[src/hdl/save_container_decoder_top_macros.svh]
// assertion macros for the save container decoder
`ifndef SAVE_CONTAINER_DECODER_TOP_MACROS_SVH
`define SAVE_CONTAINER_DECODER_TOP_MACROS_SVH

// same-cycle implication, checked out of reset
`define SCD_ASSERT_IMP(name, ante, cons) \
    name: assert property (@(posedge i_clk) disable iff (!i_rst_n) (ante) |-> (cons)) \
        else $error("scd assertion failed");

// next-cycle implication, checked out of reset
`define SCD_ASSERT_NXT(name, ante, cons) \
    name: assert property (@(posedge i_clk) disable iff (!i_rst_n) (ante) |=> (cons)) \
        else $error("scd assertion failed");

`endif

[src/hdl/scd_pkg.sv]
// shared types, constants and crc step for the save container decoder
`default_nettype none

package scd_pkg;

    localparam int unsigned CNT_W   = 34;
    localparam int unsigned HDR_LEN = 12;

    localparam logic [CNT_W-1:0] CNT_MAX = {CNT_W{1'b1}};

    localparam logic [31:0] MAGIC_RST    = 32'h5A45_5441;
    localparam logic [63:0] KEY_LOW_RST  = 64'h7a65_7461_6c69_6b65;
    localparam logic [63:0] KEY_HIGH_RST = 64'h516f_5f4e_4f4f_4e21;
    localparam logic [31:0] CRC_POLY     = 32'hEDB8_8320;
    localparam logic [31:0] CRC_INIT     = 32'hFFFF_FFFF;

    localparam logic [1:0] REG_MAGIC     = 2'd0;
    localparam logic [1:0] REG_KEY_LOW   = 2'd1;
    localparam logic [1:0] REG_KEY_HIGH  = 2'd2;

    typedef enum logic [2:0] {
        ST_OK        = 3'd0,
        ST_SHORT     = 3'd1,
        ST_BAD_MAGIC = 3'd2,
        ST_BAD_LEN   = 3'd3,
        ST_BAD_CRC   = 3'd4
    } t_status;

    typedef struct packed {
        logic [31:0] magic;
        logic [63:0] key_low;
        logic [63:0] key_high;
    } t_cfg;

    // reflected crc-32 over one byte, bit loop unrolled
    function automatic logic [31:0] crc_byte(input logic [31:0] crc, input logic [7:0] b);
        logic [31:0] c;
        c = crc ^ {24'd0, b};
        for (int i = 0; i < 8; i++) begin
            c = (c >> 1) ^ (c[0] ? CRC_POLY : 32'd0);
        end
        return c;
    endfunction

endpackage

`default_nettype wire

[src/hdl/scd_apb_regs.sv]
// apb configuration registers: magic word and keystream seeds
`default_nettype none

module scd_apb_regs
    import scd_pkg::*;
(
    input  wire logic        i_clk,
    input  wire logic        i_rst_n,
    input  wire logic        psel,
    input  wire logic        penable,
    input  wire logic        pwrite,
    input  wire logic [4:0]  paddr,
    input  wire logic [63:0] pwdata,
    output logic      [63:0] prdata,
    output logic             pready,
    output t_cfg             o_cfg
);

    logic [31:0] r_magic;
    logic [63:0] r_key_low;
    logic [63:0] r_key_high;
    logic        wr_en;
    logic [1:0]  reg_idx;

    assign pready  = 1'b1;
    assign wr_en   = psel && penable && pwrite && pready;
    assign reg_idx = paddr[4:3];

    always_ff @(posedge i_clk) begin
        if (!i_rst_n) begin
            r_magic    <= MAGIC_RST;
            r_key_low  <= KEY_LOW_RST;
            r_key_high <= KEY_HIGH_RST;
        end else if (wr_en) begin
            unique case (reg_idx)
                REG_MAGIC:    r_magic    <= pwdata[31:0];
                REG_KEY_LOW:  r_key_low  <= pwdata;
                REG_KEY_HIGH: r_key_high <= pwdata;
                default: ;
            endcase
        end
    end

    always_comb begin
        unique case (reg_idx)
            REG_MAGIC:    prdata = {32'd0, r_magic};
            REG_KEY_LOW:  prdata = r_key_low;
            REG_KEY_HIGH: prdata = r_key_high;
            default:      prdata = 64'd0;
        endcase
    end

    assign o_cfg = '{magic: r_magic, key_low: r_key_low, key_high: r_key_high};

endmodule

`default_nettype wire

[src/hdl/save_container_decoder_top.sv]
// save container decoder top: header parse, keystream xor, crc-32 check
// each accepted input beat is registered into the output register as its result beat
// throughput: one beat per cycle while not stalled; crc and keystream steps are combinational
// reset: synchronous active low, restores register defaults and seeds the first file
`default_nettype none
`include "save_container_decoder_top_macros.svh"

module save_container_decoder_top
    import scd_pkg::*;
(
    input  wire logic        i_clk,
    input  wire logic        i_rst_n,
    // input stream
    input  wire logic        s_axis_tvalid,
    output logic             s_axis_tready,
    input  wire logic [7:0]  s_axis_tdata,   // [7:0] file_byte
    input  wire logic        s_axis_tlast,   // last_byte
    // output stream
    output logic             m_axis_tvalid,
    input  wire logic        m_axis_tready,
    output logic      [15:0] m_axis_tdata,   // [7:0] plain_byte, [10:8] status, [15:11] zero
    output logic             m_axis_tuser,   // plain_valid
    output logic             m_axis_tlast,   // done_res
    // configuration
    input  wire logic        psel,
    input  wire logic        penable,
    input  wire logic        pwrite,
    input  wire logic [4:0]  paddr,
    input  wire logic [63:0] pwdata,
    output logic      [63:0] prdata,
    output logic             pready
);

    t_cfg cfg;

    logic [CNT_W-1:0] r_byte_count, n_byte_count;
    logic [31:0]      r_hdr_magic, n_hdr_magic;
    logic [31:0]      r_hdr_len, n_hdr_len;
    logic [31:0]      r_hdr_crc, n_hdr_crc;
    logic [63:0]      r_key_a, n_key_a;
    logic [63:0]      r_key_b, n_key_b;
    logic [31:0]      r_crc, n_crc;

    logic             r_out_valid;
    logic [7:0]       r_out_plain, n_out_plain;
    logic             r_out_pvalid, n_out_pvalid;
    logic             r_out_done;
    t_status          r_out_status, n_out_status;

    logic             s_acc;
    logic [63:0]      key_x;
    logic [7:0]       key_byte;
    logic [CNT_W-1:0] len_total;

    scd_apb_regs u_regs (
        .i_clk   (i_clk),
        .i_rst_n (i_rst_n),
        .psel    (psel),
        .penable (penable),
        .pwrite  (pwrite),
        .paddr   (paddr),
        .pwdata  (pwdata),
        .prdata  (prdata),
        .pready  (pready),
        .o_cfg   (cfg)
    );

    assign s_axis_tready = !r_out_valid || m_axis_tready;
    assign s_acc         = s_axis_tvalid && s_axis_tready;

    assign key_x    = r_key_a ^ r_key_b;
    assign key_byte = r_key_a[7:0] + r_key_b[7:0];

    always_comb begin
        n_hdr_magic  = r_hdr_magic;
        n_hdr_len    = r_hdr_len;
        n_hdr_crc    = r_hdr_crc;
        n_key_a      = r_key_a;
        n_key_b      = r_key_b;
        n_crc        = r_crc;
        n_out_plain  = 8'd0;
        n_out_pvalid = 1'b0;

        if (r_byte_count < CNT_W'(4)) begin
            n_hdr_magic = {r_hdr_magic[23:0], s_axis_tdata};
        end else if (r_byte_count < CNT_W'(8)) begin
            n_hdr_len = {r_hdr_len[23:0], s_axis_tdata};
        end else if (r_byte_count < CNT_W'(HDR_LEN)) begin
            n_hdr_crc = {r_hdr_crc[23:0], s_axis_tdata};
        end else begin
            n_out_plain  = s_axis_tdata ^ key_byte;
            n_out_pvalid = 1'b1;
            n_crc        = crc_byte(r_crc, n_out_plain);
            n_key_a      = {r_key_a[8:0], r_key_a[63:9]} ^ key_x ^ (key_x << 14);
            n_key_b      = {key_x[27:0], key_x[63:28]};
        end

        n_byte_count = (r_byte_count == CNT_MAX) ? r_byte_count : r_byte_count + 1'b1;
    end

    assign len_total = {2'd0, n_hdr_len} + CNT_W'(HDR_LEN);

    always_comb begin
        if (n_byte_count < CNT_W'(HDR_LEN)) begin
            n_out_status = ST_SHORT;
        end else if (n_hdr_magic != cfg.magic) begin
            n_out_status = ST_BAD_MAGIC;
        end else if (n_byte_count != len_total) begin
            n_out_status = ST_BAD_LEN;
        end else if (~n_crc != n_hdr_crc) begin
            n_out_status = ST_BAD_CRC;
        end else begin
            n_out_status = ST_OK;
        end
    end

    always_ff @(posedge i_clk) begin
        if (!i_rst_n) begin
            r_byte_count <= '0;
            r_hdr_magic  <= '0;
            r_hdr_len    <= '0;
            r_hdr_crc    <= '0;
            r_key_a      <= KEY_LOW_RST;
            r_key_b      <= KEY_HIGH_RST;
            r_crc        <= CRC_INIT;
        end else if (s_acc) begin
            if (s_axis_tlast) begin
                r_byte_count <= '0;
                r_hdr_magic  <= '0;
                r_hdr_len    <= '0;
                r_hdr_crc    <= '0;
                r_key_a      <= cfg.key_low;
                r_key_b      <= cfg.key_high;
                r_crc        <= CRC_INIT;
            end else begin
                r_byte_count <= n_byte_count;
                r_hdr_magic  <= n_hdr_magic;
                r_hdr_len    <= n_hdr_len;
                r_hdr_crc    <= n_hdr_crc;
                r_key_a      <= n_key_a;
                r_key_b      <= n_key_b;
                r_crc        <= n_crc;
            end
        end
    end

    // output register
    always_ff @(posedge i_clk) begin
        if (!i_rst_n) begin
            r_out_valid <= 1'b0;
        end else if (s_axis_tready) begin
            r_out_valid <= s_axis_tvalid;
        end
    end

    always_ff @(posedge i_clk) begin
        if (s_acc) begin
            r_out_plain  <= n_out_plain;
            r_out_pvalid <= n_out_pvalid;
            r_out_done   <= s_axis_tlast;
            r_out_status <= s_axis_tlast ? n_out_status : ST_OK;
        end
    end

    assign m_axis_tvalid = r_out_valid;
    assign m_axis_tdata  = {5'd0, r_out_status, r_out_plain};
    assign m_axis_tuser  = r_out_pvalid;
    assign m_axis_tlast  = r_out_done;

    `SCD_ASSERT_NXT(a_reseed_clears_count, s_acc && s_axis_tlast, r_byte_count == '0)
    `SCD_ASSERT_NXT(a_count_monotonic, s_acc && !s_axis_tlast,
                    r_byte_count >= $past(r_byte_count))
    `SCD_ASSERT_IMP(a_status_only_on_done, m_axis_tvalid && !m_axis_tlast,
                    m_axis_tdata[10:8] == ST_OK)
    `SCD_ASSERT_IMP(a_plain_zero_in_header, m_axis_tvalid && !m_axis_tuser,
                    m_axis_tdata[7:0] == 8'd0)

endmodule

`default_nettype wire
[config.mk]
export PLATFORM = sky130hd
export DESIGN_NAME = save_container_decoder_top
export DESIGN_NICKNAME = d
export VERILOG_FILES = /design/src/hdl/scd_pkg.sv /design/src/hdl/scd_apb_regs.sv /design/src/hdl/save_container_decoder_top.sv
export VERILOG_INCLUDE_DIRS = /design/src /design/src/hdl
export SDC_FILE = /design/constraint.sdc
export NUM_CORES = 1
export LEC_CHECK = 0
export BUFFER_PORTS_ARGS = -buffer_cell sky130_fd_sc_hd__clkbuf_2
export CORE_MARGIN = 2
export CORE_UTILIZATION = 33
export DETAILED_ROUTE_END_ITERATION = 6
export PLACE_DENSITY = 0.52
export SETUP_SLACK_MARGIN = 0.02
export SYNTH_ARGS = -nofsm -noshare
export SYNTH_HDL_FRONTEND = slang
export SYNTH_SLANG_ARGS = --single-unit
[constraint.sdc]
create_clock -name i_clk -period 7.8 [get_ports i_clk]
set_input_delay 0.39 -clock i_clk [delete_from_list [all_inputs] [get_ports i_clk]]
set_output_delay 0.39 -clock i_clk [all_outputs]
set_load 0.05 [all_outputs]
* After elaboration in Yosys (flattened, before gate mapping)
Index checks and enable logic that the tools add are counted.
Word-level totals: memory bits (writable) 0, memory bits (read-only) 0, bits of input ports 85, latch bits 0, memories 0, register bits after elaboration 464
Operators by class: equal/unequal tests 9, add/sub/neg operators 3, shift-type cells 0, multiplexer cells 37, magnitude comparators 4, multiply operators 0, divide/modulo/power cells 0, bitwise gates (word level) 15, reduce and logical (&&, ||, !) cells 14
Operator list (count):
- $mux W32 | 21
- $mux W64 | 8
- $xor A31 B32 Y32 | 8
- $pmux W64 S3 | 1
- $xor A64 B64 Y64 | 3
- $lt A34 B4 Y1 const B | 3
- $mux W34 | 2
- $ne A32 B32 Y1 | 2
- $add A34 B1 Y34 const B | 1
- $eq A34 B34 Y1 const B | 1
- $lt A34 B3 Y1 const B | 1
- $ne A34 B33 Y1 | 1
- $add A32 B4 Y33 const B | 1
- $not A32 Y32 | 1
- $xor A32 B8 Y32 | 1
- $add A8 B8 Y8 | 1
- $xor A8 B8 Y8 | 1
- $ne A2 B2 Y1 const B | 3
- $reduce_and A2 Y1 | 3
- $mux W2 | 2
- $reduce_and A4 Y1 | 1
- $reduce_or A2 Y1 | 2
- $reduce_or A4 Y1 | 1
- $logic_and A1 B1 Y1 | 3
- 9 further kinds | 10

* Depth between registers and ports, before layout
depth in word-level cells 28, gate-level depth with buffers 20, depth with buffers taken out 16

* By module
From an unflattened synthesis, not the netlist that was laid out.
Unflattened totals: cell total of the unflattened synthesis 3117, area, all modules 26770.7 µm²
Modules (own cells, without submodules):
- save_container_decoder_top | times used 1, area each 19675.1 µm², sequential area each 6216.0 µm², cells an instance 2312
- scd_apb_regs | times used 1, area each 7095.6 µm², sequential area each 3203.1 µm², cells an instance 805

* Worst setup path before layout
No wires, ideal clock.
path kind reg2reg, start point register r_byte_count[5], end point register r_out_status[2] (data pin), cell stages (with the launch flop) 20, slack 2.157 ns, library setup time 0.160 ns, data arrival time 5.483 ns, cell sequence dfxtp_1 -> or4_1 -> or4_4 -> or4_4 -> buf_6 -> clkbuf_1 -> mux2i_1 -> ha_1 -> and4b_1 -> or4b_1 -> clkbuf_1 -> nor4_1 -> nand4_1 -> o31ai_1 -> xnor2_1 -> nor4_1 -> nand3_1 -> or4_4 -> or4b_1 -> a41oi_1
On the way: longest elaborated chain between the ends 7, elaborated cells on any way between the ends 23, those cells by class 2 x add/sub; 4 x order compare; 4 x eq/ne; 11 x mux; 1 x bitwise; 1 x reduce/logical
RTL lines:
- from (decl) | line save_container_decoder_top.sv:36 | logic [CNT_W-1:0] r_byte_count, n_byte_count;
- from (signal assigned) | line save_container_decoder_top.sv:136 | r_byte_count <= n_byte_count;
- parallel branches: the longest is 7 deep, another holds $lt A34 B4 Y1
- to (signal assigned) | line save_container_decoder_top.sv:161 | r_out_status <= s_axis_tlast ? n_out_status : ST_OK;
- to (decl) | line save_container_decoder_top.sv:48 | t_status r_out_status, n_out_status;
Parallel ways; which one is timed is not known. A chain may end at the register's enable or synchronous reset.

* Final worst setup path
start point register r_byte_count[15], end point register r_out_status[2] (data pin)
Same word-level chain as after synthesis.

==> results_dict.tcl <==
set metrics [dict create \
    synth_edf_count 13 \
    globalRouteMet3Util 0.0275 \
    drt-total-wl_um 92200 \
    status "finished clean" \
    worst_pin_slew_ns 1.15 \
    io_pins 170 \
    stdcell_area_um2 30200 \
    worstPathMaxFanout 47 \
    synth_top_area_cell "dfxtp_1" \
    grt_pass1_wl_um 141000 \
    path_class "reg -> reg" \
    leakage_nw 11.6 \
    fmax_mhz 156 \
    final_antenna_net_count 0 \
    layout_min_cycle_time_ns 6.41 \
    port_buffers 160 \
    grt_usage 0.219 \
    hold_violations 0 \
    setup_viol 0 \
    vias 23100 \
    max_slew_margin 0.229 \
    cp.required_ns 8.25 \
    ys_ff_latch 464 \
    clkLatencyLatePin_ns 0.65 \
    core_area_um2 79100 \
    post-place-ws_ns 1.43 \
    dr.pass1.iters 5 \
    final_cell_mix "648 x nand2_1, 451 x dfxtp_1, 273 x xnor2_1" \
    cp.arrival_ns 6.85 \
    top_usage_layer "met2" \
    avgSynthCellArea_um2 8.19 \
    routedWlPerCell_um 21.1 \
    crit_chain "nor4_1 -> nand4_1 -> or4_4 -> mux2i_1 -> ha_1 -> and4b_1 -> or4b_1 -> nor4_1 -> nand4_1 -> o31ai_1 -> xnor2_1 -> nor4_1 -> nand3_1 -> or4_4 -> or4b_1 -> a41oi_1" \
    dp_hpwl_um 65000 \
    cts_buffers 54 \
    synth_top_area_frac 0.342 \
    synth_seq_area_share 0.356 \
    final_nets 3364 \
    start_util 0.334 \
    grt_max_degree 195 \
    clkSinkCount 464 \
    cpMaxStageDelayCell "or4_4" \
    routabilityCongestion 0.892 \
    post-cts-setup-buffer-count 0 \
    viasPerCell 5.29 \
    post-route-drc-count 0 \
    cts-root-buf "clkbuf_16" \
    synth_warnings 0 \
    synth_ff_type "dfxtp_1" \
    layout_commonest_cell "nand2_1" \
    syn_inst 3227 \
    clockBufferDepth 3 \
    drtIter0Drc 1959 \
    cp_top_family "simple AND/OR/NAND/NOR gates" \
    use_met2 0.360 \
    fp.dieH_um 287 \
    critPathCaptureType "register" \
    finalPower_mw 6.43 \
    htreeDepth 2 \
    finalMaxSlewViolations 0 \
    powerDensity_nw_per_um2 213 \
    cpPeakStageDelay_ns 0.92 \
    fp-row-count 103 \
    skew_ns 0.0500 \
    async_flop_share 0 \
    path_buf_inv 0 \
    hp-class "in -> reg" \
    die_area_um2 82400 \
    cpMostUsedCell "nor4_1" \
    path_clk_slew_ns 0.06 \
    overflow 0 \
    worst_slack_ns 1.39 \
    antenna_found_initial 3 \
    syn_area_um2 26400 \
    first_global_vias 21800 \
    synth_cell_types 75 \
    synthTopCellsByArea "dfxtp_1 34%, nand2_1 9.2%, xnor2_1 9.0%" \
    grt_util_met1 0.304 \
    placed_area_um2 27900 \
    die_width_um 287 \
    fin_crit_sh 0.821 \
    cap_viol_max_count 0 \
    rsz0062_at_grt "no" \
    cts_tree "built" \
    ir_worst_vdd_uv 173 \
    start_kind "register" \
    drive_gt1_frac 0.0978 \
    synthToLayoutAreaGrowth_pct 14.3 \
    timing.setup.tns_ns 0 \
]
## repair_timing
item | in CTS | in global routing
gates resized for setup | 0 | 0
hold endpoints to repair | 78 | 0
hold buffers | 43 | 0
## kinds of logic after synthesis
group                      after synthesis  synth area share
AOI/OAI and AO/OA                      663             0.173
xor gates and xnor gates               454             0.157
adders and majority gates               10           0.00502
buffers and inverters                  295            0.0439
DFF                                    464             0.356
muxes                                  141            0.0536
other                                    2          0.000284
and+or+nand+nor                       1198             0.211
## worst paths after layout
kind	startpoint	endpoint	slack (ns)	depth (start not counted)
hold / removal	pwdata[24]	u_regs.r_key_high[24]	0.02	3
setup reg to reg	r_byte_count[15]	r_out_status[2]	1.39	16
setup / recovery	r_byte_count[15]	r_out_status[2]	1.39	16
hold reg to reg	r_key_b[32]	r_key_b[32]	0.48	2
## registers in the layout (all words and copies together), names as in the netlist
| signal | cells |
|---|---|
| m_axis_tlast | 1 |
| m_axis_tuser | 1 |
| m_axis_tvalid | 1 |
| r_byte_count | 34 |
| r_crc | 32 |
| r_hdr_crc | 32 |
| r_hdr_len | 32 |
| r_hdr_magic | 32 |
| r_key_a | 64 |
| r_key_b | 64 |
| r_out_plain | 8 |
| r_out_status | 3 |
| u_regs.r_key_high | 64 |
| u_regs.r_key_low | 64 |
| u_regs.r_magic | 32 |
## Yosys cell counts, drive strengths merged, types with 11 or more instances
master	n
edfxtp	13
nand2b	11
o211a	29
nand2	648
a22oi	109
xnor2	273
nor4	38
inv	35
nor2	80
a22o	33
o21ai	163
and3	14
nand3	119
and2	37
clkbuf	229
dfxtp	451
nand4	31
a21oi	42
mux2i	136
a31oi	12
nor2b	126
buf	31
xor2	169
o22ai	33
nor3	41
or3	18
a21boi	98
o211ai	96
## stage by stage
stage / hold WS, ns / cells / util
finish: 0.0246 / 4365 / 0.382
global route: 0.0210 / 4363 / 0.382
CTS: 0.000339 / 4363 / 0.382
detailed placement: 0.472 / 4220 / 0.353
global placement: 0.464 / 4220 / 0.353
floorplan: 0.453 / 3231 / -
## worst reg2reg max path, cell delays in order, from the launching register on
cell and delay (ns):
dfxtp_1 0.38, nor4_1 0.44, nand4_1 0.41, or4_4 0.92, mux2i_1 0.27, ha_1 0.29
and4b_1 0.35, or4b_1 0.64, nor4_1 0.53, nand4_1 0.15, o31ai_1 0.13, xnor2_1 0.10
nor4_1 0.28, nand3_1 0.13, or4_4 0.47, or4b_1 0.54, a41oi_1 0.18
## cell type report
class,instances,area (um2)
Inverter,35,133
Clock inverter,27,287
Fill cell,8257,48900
Multi-Input combinational cell,2472,16000
Clock buffer,73,1560
Timing Repair Buffer,242,1550
Tap cell,1050,1310
Antenna cell,2,5.00
Sequential cell,464,9420
## metal layers
| metal | vias up | share of wire |
|---|---|---|
| met4 | 4 | 0.022 |
| met2 | 576 | 0.47 |
| li1 | 11200 | - |
| met1 | 11200 | 0.46 |
| met3 | 97 | 0.046 |
| met5 | - | 0.00026 |
## where the power goes
part / internal (mW) / leakage [nW] / switching [mW]
clock: 1.51 / 0.916 / 1.13
sequential: 2.44 / 3.79 / 0.0627
combinational: 0.507 / 6.88 / 0.777
No activity file was read; power rests on OpenSTA's default activity.
